[src/hw/rtl/mmfn_pkg.sv]
// Shared types and constants of the min-max feature normaliser.
`default_nettype none
package mmfn_pkg;
	localparam int COLUMNS = 16;
	localparam int FRACTION_BITS = 15;
	localparam int IDX_W = (COLUMNS > 1) ? $clog2(COLUMNS) : 1;
	localparam int CNT_W = $clog2(FRACTION_BITS + 1);
	localparam int QDEPTH = 2;

	localparam logic [1:0] CMD_CLEAR     = 2'd0;
	localparam logic [1:0] CMD_OBSERVE   = 2'd1;
	localparam logic [1:0] CMD_NORMALISE = 2'd2;

	// decoded job from front to back
	typedef struct packed {
		logic              trivial;  // answer already known
		logic [15:0]       scaled;
		logic              unseen;
		logic              clipped;
		logic [16:0]       diff;     // sample - min
		logic [16:0]       span;     // max - min
	} job_t;

	typedef struct packed {
		logic [15:0] scaled;
		logic        column_unseen;
		logic        clipped;
	} res_t;
endpackage
`default_nettype wire

[src/hw/rtl/mmfn_if.sv]
// Valid/ready channel interfaces for input and result words.
`default_nettype none
interface mmfn_in_if;
	logic        valid;
	logic        ready;
	logic [1:0]  command;
	logic [3:0]  column;
	logic signed [15:0] sample;
	modport source (output valid, command, column, sample, input ready);
	modport sink (input valid, command, column, sample, output ready);
endinterface

interface mmfn_out_if;
	logic        valid;
	logic        ready;
	logic [15:0] scaled;
	logic        column_unseen;
	logic        clipped;
	modport source (output valid, scaled, column_unseen, clipped, input ready);
	modport sink (input valid, scaled, column_unseen, clipped, output ready);
endinterface
`default_nettype wire

[src/hw/rtl/minmax_feature_normalizer.sv]
// Top level of the min-max feature normaliser.
// channel  dir  fields
// in_ch    in   command[1:0] column[3:0] sample[15:0] signed
// out_ch   out  scaled[15:0] column_unseen clipped
// Clear and observe words never wait on the queue. A normalise word strictly below
// the top of a non-flat range passes through the radix-2 divider (load, divide,
// output); other normalise words go straight from load to output.
// Reset clears the seen bits at once. A two-entry queue lets the front
// keep observing while the back divides or its result waits.
`default_nettype none
module minmax_feature_normalizer (
	input  wire logic clk,
	input  wire logic arst_n,
	mmfn_in_if.sink   in_ch,
	mmfn_out_if.source out_ch
);
	import mmfn_pkg::*;

	job_t f_job, b_job;
	logic f_valid, f_ready, b_valid, b_ready;

	mmfn_front u_front (.clk, .arst_n, .in_ch, .job(f_job), .job_valid(f_valid),
		.job_ready(f_ready));
	mmfn_queue u_queue (.clk, .arst_n, .wr_job(f_job), .wr_valid(f_valid),
		.wr_ready(f_ready), .rd_job(b_job), .rd_valid(b_valid), .rd_ready(b_ready));
	mmfn_back u_back (.clk, .arst_n, .job(b_job), .job_valid(b_valid),
		.job_ready(b_ready), .out_ch);
endmodule
`default_nettype wire

[src/hw/rtl/mmfn_front.sv]
// Front end: column statistics, command decode and job issue.
`default_nettype none
module mmfn_front (
	input  wire logic            clk,
	input  wire logic            arst_n,
	mmfn_in_if.sink              in_ch,
	output mmfn_pkg::job_t       job,
	output logic                 job_valid,
	input  wire logic            job_ready
);
	import mmfn_pkg::*;

	logic signed [15:0] min_q [COLUMNS];
	logic signed [15:0] max_q [COLUMNS];
	logic [COLUMNS-1:0] seen_q;

	logic              in_range;
	logic [IDX_W-1:0]  idx;
	logic signed [15:0] lo, hi;
	logic              acc;

	assign in_range = ({28'd0, in_ch.column} < 32'(COLUMNS));
	assign idx = IDX_W'(in_ch.column);
	assign lo = min_q[idx];
	assign hi = max_q[idx];
	// non-normalise words never wait on the queue
	assign in_ch.ready = (in_ch.command != CMD_NORMALISE) || job_ready;
	assign acc = in_ch.valid && in_ch.ready;
	assign job_valid = in_ch.valid && (in_ch.command == CMD_NORMALISE);

	// classify normalise word
	always_comb begin
		job = '0;
		job.diff = 17'(in_ch.sample) - 17'(lo);
		job.span = 17'(hi) - 17'(lo);
		if (!in_range || !seen_q[idx]) begin
			job.trivial = 1'b1;
			job.unseen = 1'b1;
		end else if (in_ch.sample < lo) begin
			job.trivial = 1'b1;
			job.clipped = 1'b1;
		end else if (in_ch.sample > hi) begin
			job.trivial = 1'b1;
			job.clipped = 1'b1;
			job.scaled = 16'((64'd1 << FRACTION_BITS) & 64'hFFFF);
		end else if (hi == lo) begin
			job.trivial = 1'b1;
		end else if (in_ch.sample == hi) begin
			// top of the range is exactly one
			job.trivial = 1'b1;
			job.scaled = 16'((64'd1 << FRACTION_BITS) & 64'hFFFF);
		end
	end

	// statistics update
	always_ff @(posedge clk or negedge arst_n) begin
		if (!arst_n) begin
			seen_q <= '0;
		end else if (acc && in_ch.command == CMD_CLEAR) begin
			seen_q <= '0;
		end else if (acc && in_ch.command == CMD_OBSERVE && in_range) begin
			seen_q[idx] <= 1'b1;
		end
	end

	always_ff @(posedge clk) begin
		if (acc && in_ch.command == CMD_OBSERVE && in_range) begin
			if (!seen_q[idx] || in_ch.sample < lo) min_q[idx] <= in_ch.sample;
			if (!seen_q[idx] || in_ch.sample > hi) max_q[idx] <= in_ch.sample;
		end
	end
endmodule
`default_nettype wire

[src/hw/rtl/mmfn_queue.sv]
// Short job queue between front and back.
`default_nettype none
module mmfn_queue (
	input  wire logic            clk,
	input  wire logic            arst_n,
	input  mmfn_pkg::job_t       wr_job,
	input  wire logic            wr_valid,
	output logic                 wr_ready,
	output mmfn_pkg::job_t       rd_job,
	output logic                 rd_valid,
	input  wire logic            rd_ready
);
	import mmfn_pkg::*;

	job_t mem_q [QDEPTH];
	logic wp_q, rp_q;
	logic [1:0] cnt_q;
	logic wr, rd;

	assign wr_ready = (cnt_q != 2'(QDEPTH));
	assign rd_valid = (cnt_q != 2'd0);
	assign rd_job = mem_q[rp_q];
	assign wr = wr_valid && wr_ready;
	assign rd = rd_valid && rd_ready;

	always_ff @(posedge clk or negedge arst_n) begin
		if (!arst_n) begin
			wp_q <= 1'b0;
			rp_q <= 1'b0;
			cnt_q <= 2'd0;
		end else begin
			if (wr) wp_q <= ~wp_q;
			if (rd) rp_q <= ~rp_q;
			cnt_q <= cnt_q + 2'(wr) - 2'(rd);
		end
	end

	always_ff @(posedge clk) begin
		if (wr) mem_q[wp_q] <= wr_job;
	end
endmodule
`default_nettype wire

[src/hw/rtl/mmfn_back.sv]
// Back end: restoring divider, one quotient bit a cycle, and result register.
`default_nettype none
module mmfn_back (
	input  wire logic            clk,
	input  wire logic            arst_n,
	input  mmfn_pkg::job_t       job,
	input  wire logic            job_valid,
	output logic                 job_ready,
	mmfn_out_if.source           out_ch
);
	import mmfn_pkg::*;

	localparam logic [1:0] ST_IDLE = 2'd0;
	localparam logic [1:0] ST_DIV  = 2'd1;
	localparam logic [1:0] ST_OUT  = 2'd2;

	logic [1:0]  state_q;
	logic [CNT_W-1:0] cnt_q;
	logic [16:0] rem_q;
	logic [16:0] span_q;
	logic [FRACTION_BITS-2:0] quo_q;
	res_t        res_q;
	logic [17:0] trial;

	assign job_ready = (state_q == ST_IDLE);
	assign out_ch.valid = (state_q == ST_OUT);
	assign out_ch.scaled = res_q.scaled;
	assign out_ch.column_unseen = res_q.column_unseen;
	assign out_ch.clipped = res_q.clipped;
	// diff < span so remainder stays below span; shifted fits 17 bits
	assign trial = {rem_q, 1'b0} - {1'b0, span_q};

	always_ff @(posedge clk or negedge arst_n) begin
		if (!arst_n) begin
			state_q <= ST_IDLE;
		end else begin
			unique case (state_q)
				ST_IDLE: if (job_valid) state_q <= job.trivial ? ST_OUT : ST_DIV;
				ST_DIV: if (cnt_q == CNT_W'(FRACTION_BITS - 1)) state_q <= ST_OUT;
				ST_OUT: if (out_ch.ready) state_q <= ST_IDLE;
				default: state_q <= ST_IDLE;
			endcase
		end
	end

	// datapath
	always_ff @(posedge clk) begin
		if (state_q == ST_IDLE && job_valid) begin
			rem_q <= job.diff;
			span_q <= job.span;
			cnt_q <= '0;
			res_q <= '{scaled: job.scaled, column_unseen: job.unseen, clipped: job.clipped};
		end else if (state_q == ST_DIV) begin
			cnt_q <= cnt_q + 1'b1;
			if (!trial[17]) begin
				rem_q <= trial[16:0];
				quo_q <= {quo_q[FRACTION_BITS-3:0], 1'b1};
			end else begin
				rem_q <= {rem_q[15:0], 1'b0};
				quo_q <= {quo_q[FRACTION_BITS-3:0], 1'b0};
			end
			if (cnt_q == CNT_W'(FRACTION_BITS - 1))
				res_q.scaled <= 16'({quo_q, ~trial[17]});
		end
	end
endmodule
`default_nettype wire
[src/flat_wrapper.sv]
// flat-port wrapper written by rule: the top's interface ports become plain ports
module minmax_feature_normalizer_flat import mmfn_pkg::*;
  (clk, arst_n, in_ch_valid, in_ch_command, in_ch_column, in_ch_sample, in_ch_ready, out_ch_valid, out_ch_scaled, out_ch_column_unseen, out_ch_clipped, out_ch_ready);
  mmfn_in_if in_ch_i ();
  mmfn_out_if out_ch_i ();
  input  wire logic clk;
  input  wire logic arst_n;
  input wire logic [$bits(in_ch_i.valid)-1:0] in_ch_valid;
  input wire logic [$bits(in_ch_i.command)-1:0] in_ch_command;
  input wire logic [$bits(in_ch_i.column)-1:0] in_ch_column;
  input wire logic [$bits(in_ch_i.sample)-1:0] in_ch_sample;
  output wire logic [$bits(in_ch_i.ready)-1:0] in_ch_ready;
  output wire logic [$bits(out_ch_i.valid)-1:0] out_ch_valid;
  output wire logic [$bits(out_ch_i.scaled)-1:0] out_ch_scaled;
  output wire logic [$bits(out_ch_i.column_unseen)-1:0] out_ch_column_unseen;
  output wire logic [$bits(out_ch_i.clipped)-1:0] out_ch_clipped;
  input wire logic [$bits(out_ch_i.ready)-1:0] out_ch_ready;
  assign in_ch_i.valid = in_ch_valid;
  assign in_ch_i.command = in_ch_command;
  assign in_ch_i.column = in_ch_column;
  assign in_ch_i.sample = in_ch_sample;
  assign in_ch_ready = in_ch_i.ready;
  assign out_ch_valid = out_ch_i.valid;
  assign out_ch_scaled = out_ch_i.scaled;
  assign out_ch_column_unseen = out_ch_i.column_unseen;
  assign out_ch_clipped = out_ch_i.clipped;
  assign out_ch_i.ready = out_ch_ready;
  minmax_feature_normalizer u_core (.clk(clk), .arst_n(arst_n), .in_ch(in_ch_i), .out_ch(out_ch_i));
endmodule
[config.mk]
export PLATFORM = sky130hd
export DESIGN_NAME = minmax_feature_normalizer_flat
export DESIGN_NICKNAME = d
export VERILOG_FILES = /design/src/hw/rtl/mmfn_pkg.sv /design/src/hw/rtl/mmfn_if.sv /design/src/hw/rtl/minmax_feature_normalizer.sv /design/src/hw/rtl/mmfn_front.sv /design/src/hw/rtl/mmfn_queue.sv /design/src/hw/rtl/mmfn_back.sv /design/src/flat_wrapper.sv
export SDC_FILE = /design/constraint.sdc
export NUM_CORES = 1
export LEC_CHECK = 0
export ABC_AREA = 1
export BUFFER_PORTS_ARGS = -buffer_cell sky130_fd_sc_hd__buf_4
export CORE_AREA = 2 2 314 316
export DETAILED_ROUTE_END_ITERATION = 10
export DIE_AREA = 0 0 316 318
export GPL_ROUTABILITY_DRIVEN = 0
export MAX_ROUTING_LAYER = met4
export PLACE_DENSITY = 0.49
export SYNTH_ARGS = -nofsm -noshare
export SYNTH_HDL_FRONTEND = slang
export SYNTH_SLANG_ARGS = --single-unit
export TNS_END_PERCENT = 100
[constraint.sdc]
create_clock -name clk -period 4.4 [get_ports clk]
set_input_delay 0 -clock clk [delete_from_list [all_inputs] [get_ports clk]]
set_output_delay 0 -clock clk [all_outputs]
set_load 0.01 [all_outputs]
# Word level (Yosys, flattened, before mapping)
# Memory sizes are Yosys's and may differ from the RTL's.
# Cells that the tools add are included.
# totals
ff_bits	92
word_cells	100
in_bits	26
latch_bits	0
output_inout_bits	20
mem_count	3
mem_bits_rw	618
mem_bits_ro	0
# op_classes
n_mux	38
bitwise	5
reduce_logical	20
eq_ne	12
addsub	6
div_mod_pow	0
multipliers	0
shifts	0
n_lt_le_gt_ge	4
# mem_list
name	words	width	read_ports	rd_clocked_by_memory_dff	wr	line	source
u_core.u_front.max_q	16	16	1	0	1	mmfn_front.sv:14	logic signed [15:0] max_q [COLUMNS];
u_core.u_front.min_q	16	16	1	0	1	mmfn_front.sv:13	logic signed [15:0] min_q [COLUMNS];
u_core.u_queue.mem_q	2	53	1	0	1	mmfn_queue.sv:15	job_t mem_q [QDEPTH];
# ops
op	n
two-way mux 16 bit	8
two-way mux 17 bit	5
subtractor 16 x 16 -> 17 bit	2
== test 16 bit	2
two-way mux 1 bit	18
subtractor 18 x 17 -> 18 bit	1
greater-than comparator 16 bit	1
< comparator 16 bit	1
OR 16 bit	1
two-way mux 2 bit	4
nonzero test 2 bit	4
logical AND 1 bit	7
!= test 2 bit, second input constant	3
one-hot mux 2 bit (3 select lines)	1
< comparator 4 x 5 -> 1 bit, second input constant	1
adder 4 x 1 -> 4 bit, second input constant	1
binary-select mux 1 bit (select 4 bit)	1
demux 1 bit (select 4 bit)	1
== test 2 x 1 -> 1 bit, second input constant	2
== test 2 bit, second input constant	2
== test 4 bit, second input constant	1
greater-or-equal comparator 4 x 1 -> 1 bit, second input constant	1
zero test 2 bit	2
!= test 2 x 1 -> 1 bit, second input constant	2
other kinds (7)	13

# Depth between registers and ports, before layout
# Gate-level depths: netlist of the first run.
# logic_depth
depth_word	7
mapped_depth	25
mapped_depth_nobuf	22

# Modules after synthesis
# Synthesis of the first run repeated with hierarchy kept, for this count alone.
# unflattened
hier_cells	2419
hier_area_um2	30346.6
# modules_own_cells
mod	area_each_um2	n_inst	seq_area_each_um2	cells_each
mmfn_front	21908.5	1	15775.1	1602
mmfn_back	4321.6	1	2112.0	509
mmfn_queue	4116.4	1	3283.1	308

# Least setup slack after synthesis of the first run
# Ideal clock, no wire load.
# synth_timing
path_type	input to register
startpoint	input port in_ch_column[1]
endpoint	memory u_core.u_front.min_q[0][0] (enable)
required_ns	4.012
path_buffers	2
setup_time_ns	0.388
arrival_ns	2.887
stages	17
slack_ns	1.124
cell_sequence	nand2_2 inv_2 buf_2 buf_4 a22oi_1 a21oi_1 nor4_1 ha_1 inv_1 nor2_1 nand2_1 nand2_1 o21ai_0 nand2_1 nand2_2 nand2_4 nor2_1
# synth_via
elab_chain_cells	7
# synth_lines
item	line	source
start, declared	flat_wrapper.sv:10	input wire logic [$bits(in_ch_i.column)-1:0] in_ch_column;
parallel branches: the longest is 7 deep, another holds memory read (16 x 16 bit)	-	
end, declared	mmfn_front.sv:13	
# Several ways; the timed one is not identified. The select of a mux whose other input is x is not followed.

# Worst setup path in the final report of the first run
# layout_timing
startpoint	input port in_ch_column[0]
endpoint	memory u_core.u_front.min_q[11][10] (enable)
# The elaborated chain is that of the path after synthesis.

==> flow_summary.yaml, run 1 <==
run_status:
  status: "completed"
finish:
  nFillCells: 9425
  areaGrowthSynthToFinish_pct: 17.8
  num-nets-final: 2512
  layout_common_cells: "edfxtp_1, nand2_1, a22oi_1"
  layout-drive-gt1-share_pct: 12.2
  antennaDiodeCount: 0
  final_common_cell: "edfxtp_1"
  regArea_sq_um: 20300
  multiInputGateArea_sq_um: 7520
  finalNonFillerCells: 3762
  final_core_util_pct: 35.0
timing:
  hold_viol: 0
  drv_slew: 0
  period_needed_ns: 4.14
  setup_ws_ns: 0.257
  period_share_pct: 94.2
  fmax_ghz: 0.241
  worst_pin_slew_ns: 1.22
  fin_skew_ns: 0.0306
  maxSlewHeadroom_pct: 18.8
  setup_violations: 0
  grt_setup_unrepaired: "no"
power_and_ir_drop:
  p_int_uw: 13100
  p_clk_share_pct: 33.4
  switching_share_pct: 30.8
  power_density_nw_per_um2: 557
  p_comb_share_pct: 24.1
  power_uw: 19000
  p_leak_uw: 0.0125
  p_switching_uw: 5840
  peakVddDrop_mv: 0.243
  seq_power_share_pct: 42.5
synthesis:
  syn_nets: 2369
  synth_edf_count: 654
  ys_seq_elements: 680
  syn_area_sq_um: 28900
  synth_cells: 2271
  synth_cell_type_count: 49
  ys_seq_area_share_pct: 70.0
  ys_warn_count: 0
  synth-main-ff-cell: "edfxtp_1"
  async_reset_ff_share_pct: 3.24
  syn_avg_cell_area_sq_um: 12.7
worst_setup_path:
  start_kind: "input pin"
  crit_fanout: 30
  crit_path_end_kind: "flip-flop"
  crit_type: "in -> reg"
  crit_required_ns: 4.72
  crit_arrival_ns: 4.46
floorplan:
  die-area_sq_um: 100000
  initial_core_util_pct: 29.7
  die_h_microns: 318
  fp.coreArea_sq_um: 97400
  rows: 115
  dieWidth_microns: 316
  ios: 46
placement:
  dpl.cell_count: 3598
  dp_hpwl_microns: 54900
  dp_slack_ns: -0.104
  portBuffers: 45
route:
  vias: 18400
  ant_nets: 0
  drt_iter0_drc: 1623
  drt-vias-per-instance: 4.89
  drc: 0
  wl_per_cell_microns: 21.9
  wirelength_microns: 82300
  firstDrtPassIters: 7
global_route:
  grt_pass1_wl_microns: 122000
  grt_use_total_pct: 16.8
  grt_max_degree: 57
  grt-ovfl-total: 0
  antenna_found_initial: 1
  grt_pass1_vias: 18500
clock_tree:
  root_buffer: "clkbuf_16"
  post_cts_buffers: 0
  cts_sinks: 680
  clk_path_buf_depth: 3
  cts_tree: "built"
  clk_pin_slew_ns: 0.06
  insertion_delay_ns: 0.63
  cts-htree-levels: 3
  cts_buffers: 75
job:
  drv_cap: 0
worst_hold_path:
  hold_class: "in -> reg"
==> path summary, 6_finish.rpt <==
kind | startpoint | end | slack, ns | cells after the start
min in group asynchronous | arst_n | u_core.u_front.seen_q[15] | 0.40 | 4
max reg2reg | u_core.u_front.min_q[12][7] | u_core.u_front.min_q[11][10] | 0.49 | 15
min | in_ch_column[1] | u_core.u_front.seen_q[10] | 0.04 | 5
min reg2reg | u_core.u_back.quo_q[9] | u_core.u_back.quo_q[10] | 0.45 | 0
max | in_ch_column[0] | u_core.u_front.min_q[11][10] | 0.26 | 20
max in group asynchronous | arst_n | u_core.u_queue.cnt_q[0] | 3.84 | 4
==> synth_stat cells (2+ instances only) <==
cell type,instances,area share (%)
nand3b_1,8,0.21
o21ai_0,17,0.29
nor4_2,4,0.17
dfrtp_1,22,1.9
nand3_2,2,0.069
a21o_1,5,0.13
nor2_2,13,0.28
xor2_1,20,0.61
nand3_1,61,1.1
and2_1,2,0.043
xnor2_1,17,0.51
nand2_4,4,0.16
buf_4,4,0.10
nand2_2,9,0.19
a21oi_2,2,0.061
a22oi_1,256,6.6
clkbuf_1,22,0.29
o21bai_1,3,0.078
edfxtp_1,654,68
dfxtp_1,4,0.28
o22ai_1,24,0.52
o21ai_1,12,0.21
buf_6,6,0.23
buf_2,44,0.76
nor3_1,6,0.10
inv_2,9,0.12
nor2_4,11,0.43
ha_1,69,3.0
nand2_1,477,6.2
nand4_1,30,0.65
inv_1,191,2.5
nor2_1,122,1.6
buf_1,8,0.10
a21oi_1,104,1.8
nor4_1,13,0.28
fa_1,3,0.21
==> power by group through the flow <==
stage	combinational (uW)	sequential, uW	clock [uW]
floorplan	3080	8200	0
global placement	4540	8200	0
detailed placement	4570	8210	0
CTS	4620	8080	6450
global route	5170	8130	6710
finish	4570	8070	6350
==> metal layers <==
layer / wire (microns) / track usage (%) / vias to the layer above / share of wire, %
met1: 36500 / 22.2 / 9193 / 44
li1: - / - / 8547 / -
met4: 1830 / 4.48 / 0 / 2.2
met2: 40100 / 27.3 / 530 / 49
met5: 0 / - / - / 0
met3: 3910 / 1.93 / 117 / 4.7
==> critical path, stage by stage <==
cell,delay (ns)
buf_4,0.11
dlygate4sd3_1,0.57
nand2_2,0.15
inv_4,0.34
buf_4,0.36
a22oi_1,0.14
a21oi_1,0.37
nor4_2,0.11
buf_4,0.18
ha_1,0.36
a21oi_1,0.23
o21ai_1,0.12
a21oi_1,0.13
nand2_1,0.15
nand3_1,0.11
nand2_1,0.10
nand2_2,0.10
nand2_4,0.23
nor2_1,0.30
buf_4,0.27
==> cell families (layout without fill, tap and decap cells) <==
family / Yosys count / after routing / synth area share (%)
flops: 680 / 680 / 70.0
fa+ha+maj: 72 / 72 / 3.19
simple gates: 767 / 767 / 11.6
buf+inv: 286 / 490 / 4.16
xor+xnor: 37 / 37 / 1.12
compound gates: 429 / 429 / 9.88
==> timing repair <==
item	4_1_cts	5_1_grt
hold buffers	26	0
setup endpoints to repair	0	251
gates resized for setup	0	1
hold endpoints to repair	490	0
==> cell type report <==
cell class	instances	share of cell area, %
clock buffer	90	5.95
multi-input combinational	1305	22.0
inverter	201	2.23
timing repair buffer	151	4.24
clock inverter	48	1.39
tap	1287	4.72
sequential	680	59.4
==> flip-flops by register name (all words and copies together), names as in the netlist <==
name / flops
u_core.u_back.out_ch.clipped: 1
u_core.u_front.seen_q: 16
u_core.u_queue.mem_q: 76
u_core.u_back.out_ch.column_unseen: 1
u_core.u_back.state_q: 2
u_core.u_queue.cnt_q: 2
u_core.u_back.span_q: 17
u_core.u_back.out_ch.scaled: 16
u_core.u_front.max_q: 256
u_core.u_queue.wp_q: 1
u_core.u_back.rem_q: 17
u_core.u_front.min_q: 256
u_core.u_queue.rp_q: 1
u_core.u_back.quo_q: 14
u_core.u_back.cnt_q: 4
==> through the flow <==
| step | hold WS [ns] | cell area (sq um) | TNS [ns] |
|---|---|---|---|
| 4_1_cts | 0.000787 | 34100 | 0 |
| 3_3_place_gp | -0.0701 | 31300 | -27.54 |
| 3_5_place_dp | -0.0637 | 31300 | -6.55 |
| 5_1_grt | 0.0770 | 34100 | 0 |
| 6_report | 0.0365 | 34100 | 0 |
| 2_1_floorplan | -0.296 | 28900 | 0 |
Power figures use the tool's default switching activity.
==> run 2, diff against run 1 <==
--- a/config.mk
+++ b/config.mk
@@ -7,12 +7,12 @@
 export LEC_CHECK = 0
 export ABC_AREA = 1
 export BUFFER_PORTS_ARGS = -buffer_cell sky130_fd_sc_hd__buf_4
-export CORE_AREA = 2 2 314 316
+export CORE_AREA = 2 2 233 235
 export DETAILED_ROUTE_END_ITERATION = 10
-export DIE_AREA = 0 0 316 318
+export DIE_AREA = 0 0 235 237
 export GPL_ROUTABILITY_DRIVEN = 0
 export MAX_ROUTING_LAYER = met4
-export PLACE_DENSITY = 0.49
+export PLACE_DENSITY = 0.76
 export SYNTH_ARGS = -nofsm -noshare
 export SYNTH_HDL_FRONTEND = slang
 export SYNTH_SLANG_ARGS = --single-unit
==> run 2 against run 1 <==
  * Global-route usage up 10 points
  * Worst hold slack better by 0.0095 ns
  * Combinational power down 1%
  * Routed wire length down 11%
  * Critical path depth down 6
  * Final area down 3.3%
  * Power down 4.5%
  * Clock skew up 0.0044 ns
  * Register-to-register slack better by 0.07 ns
  * Non-clock buffer count up 10
  * Worst setup slack better by 0.31 ns
  * Critical endpoint is now u_core.u_front.min_q[1][5]
  * Largest cell class unchanged
==> flow_summary.yaml, run 2 (synthesized netlist as in run 1, its figures left out) <==
run_status:
  status: "completed"
clock_tree:
  cts_tree: "built"
  clk_path_buf_depth: 3
  post_cts_buffers: 0
  cts_sinks: 680
  clk_pin_slew_ns: 0.06
  insertion_delay_ns: 0.61
  cts_buffers: 68
  cts-htree-levels: 3
  root_buffer: "clkbuf_16"
floorplan:
  initial_core_util_pct: 54.3
  die-area_sq_um: 55700
  dieWidth_microns: 235
  ios: 46
  rows: 85
  die_h_microns: 237
  fp.coreArea_sq_um: 53300
finish:
  layout_common_cells: "edfxtp_1, nand2_1, a22oi_1"
  largestRegisters: "u_core.u_front.max_q: 256 flops, u_core.u_front.min_q: 256 flops, u_core.u_queue.mem_q: 76 flops"
  final_common_cell: "edfxtp_1"
  final_core_util_pct: 61.9
  num-nets-final: 2515
  layout-drive-gt1-share_pct: 12.1
  finalNonFillerCells: 3159
  antennaDiodeCount: 0
  nFillCells: 3860
  areaGrowthSynthToFinish_pct: 14.0
power_and_ir_drop:
  p_clk_share_pct: 30.5
  p_leak_uw: 0.0123
  switching_share_pct: 30.8
  seq_power_share_pct: 44.6
  power_uw: 18100
  peakVddDrop_mv: 0.497
  p_switching_uw: 5590
  p_comb_share_pct: 24.9
  power_density_nw_per_um2: 549
  p_int_uw: 12500
placement:
  portBuffers: 45
  dp_hpwl_microns: 46900
  dpl.cell_count: 3019
global_route:
  grt_use_total_pct: 27.1
  use_met1_pct: 35.7
  grt_max_degree: 75
  antenna_found_initial: 0
  grt_pass1_vias: 18700
  busiest_layer: "met2"
  grt-ovfl-total: 0
  grt_pass1_wl_microns: 111000
  grt_use_met2_pct: 41.4
  grt.met3_usage_pct: 4.95
route:
  drt_iter0_drc: 2701
  wl_per_cell_microns: 23.2
  wirelength_microns: 73400
  drt-vias-per-instance: 6.09
  drc: 0
  vias: 19200
  firstDrtPassIters: 5
  ant_nets: 0
timing:
  period_needed_ns: 3.84
  finalSetupTns_ns: 0
  hold_viol: 0
  worst_pin_slew_ns: 1.21
  setup_violations: 0
  period_share_pct: 87.2
  fin_skew_ns: 0.0349
  grt_setup_unrepaired: "no"
  maxSlewHeadroom_pct: 19.3
  drv_slew: 0
  fin_hold_ws_ns: 0.0460
  fmax_ghz: 0.261
worst_setup_path:
  ff2ff_setup_slack_ns: 0.56
  crit_arrival_ns: 4.15
  crit_fanout: 16
  crit_type: "reg -> reg"
  reg2reg_to: "u_core.u_front.min_q[1][5]"
  worstSetupStartpoint: "u_core.u_front.min_q[0][12]"
  reg2reg_from: "u_core.u_front.min_q[0][12]"
  cp_common_cell: "nand2_1"
  crit_path_end_kind: "flip-flop"
  crit_chain: "a22oi_1 -> a21oi_1 -> nor4_1 -> ha_1 -> a21oi_1 -> o21ai_1 -> nand2_1 -> nand2_1 -> o21ai_0 -> nand2_1 -> nand2_2 -> nand2_4 -> nor2_1 -> buf_12"
  crit_path_max_incr_delay_ns: 0.78
  slowest_stage: "nor4_1"
  start_kind: "flip-flop"
  crit_required_ns: 4.71
  reg2reg_depth: 14
worst_hold_path:
  hp-start: "in_ch_column[0]"
  min_to: "u_core.u_front.seen_q[11]"
  hold_depth: 5
  hold_class: "in -> reg"
job:
  drv_cap: 0
==> run 2: cell type report <==
class	instances	area [sq um]	area share (%)
flip-flops and latches	680	20300	61.4
multi-input cells	1305	7500	22.7
clock buffers	77	1750	5.29
repair buffers	161	1490	4.52
well taps	696	871	2.64
inverters	201	759	2.30
clock inverters	39	355	1.08
==> run 2: timing repair <==
item,CTS,global route
gates resized for setup,0,0
hold buffers,24,0
endpoints found under the hold margin,481,0
==> run 2: metrics by stage <==
| step | instance area [sq um] | worst slack [ns] |
|---|---|---|
| finish | 33000 | 0.562 |
| global route | 33000 | 0.462 |
| CTS | 33000 | 0.695 |
| detailed placement | 30600 | 0.312 |
| global placement | 30600 | 0.325 |
| floorplan | 28900 | 1.12 |
==> run 2: worst max path at each step <==
stage,end,slack (ns),depth (start not counted)
3_5_place_dp,u_core.u_front.min_q[8][5],0.31,18
3_3_place_gp,u_core.u_front.min_q[3][7],0.33,20
2_1_floorplan,u_core.u_front.min_q[0][0],1.12,17
5_1_grt,u_core.u_front.min_q[2][14],0.46,15
6_report,u_core.u_front.min_q[1][5],0.56,14
4_1_cts,u_core.u_front.min_q[8][4],0.69,14
==> run 2: critical path: cells and delay by family (launching register included) <==
family                     cells  cell delay, ns
and+or+nand+nor                7            1.65
AOI/OAI and AO/OA              5            0.84
adders and majority gates      1            0.43
DFF                            1            0.38
buffers and inverters          1            0.22
==> run 2: power groups by stage <==
stage / logic, uW / registers (uW) / clock network [uW]
finish: 4510 / 8080 / 5530
detailed placement: 4420 / 8220 / 0
global placement: 4300 / 8200 / 0
global route: 5020 / 8120 / 5850
CTS: 4480 / 8090 / 5590
floorplan: 3080 / 8200 / 0
==> run 2: layer usage <==
layer | routed length, microns | up-vias
met2 | 34300 | 1224
met1 | 28200 | 9250
met3 | 7520 | 219
met5 | 0 | -
li1 | - | 8547
met4 | 3470 | 0
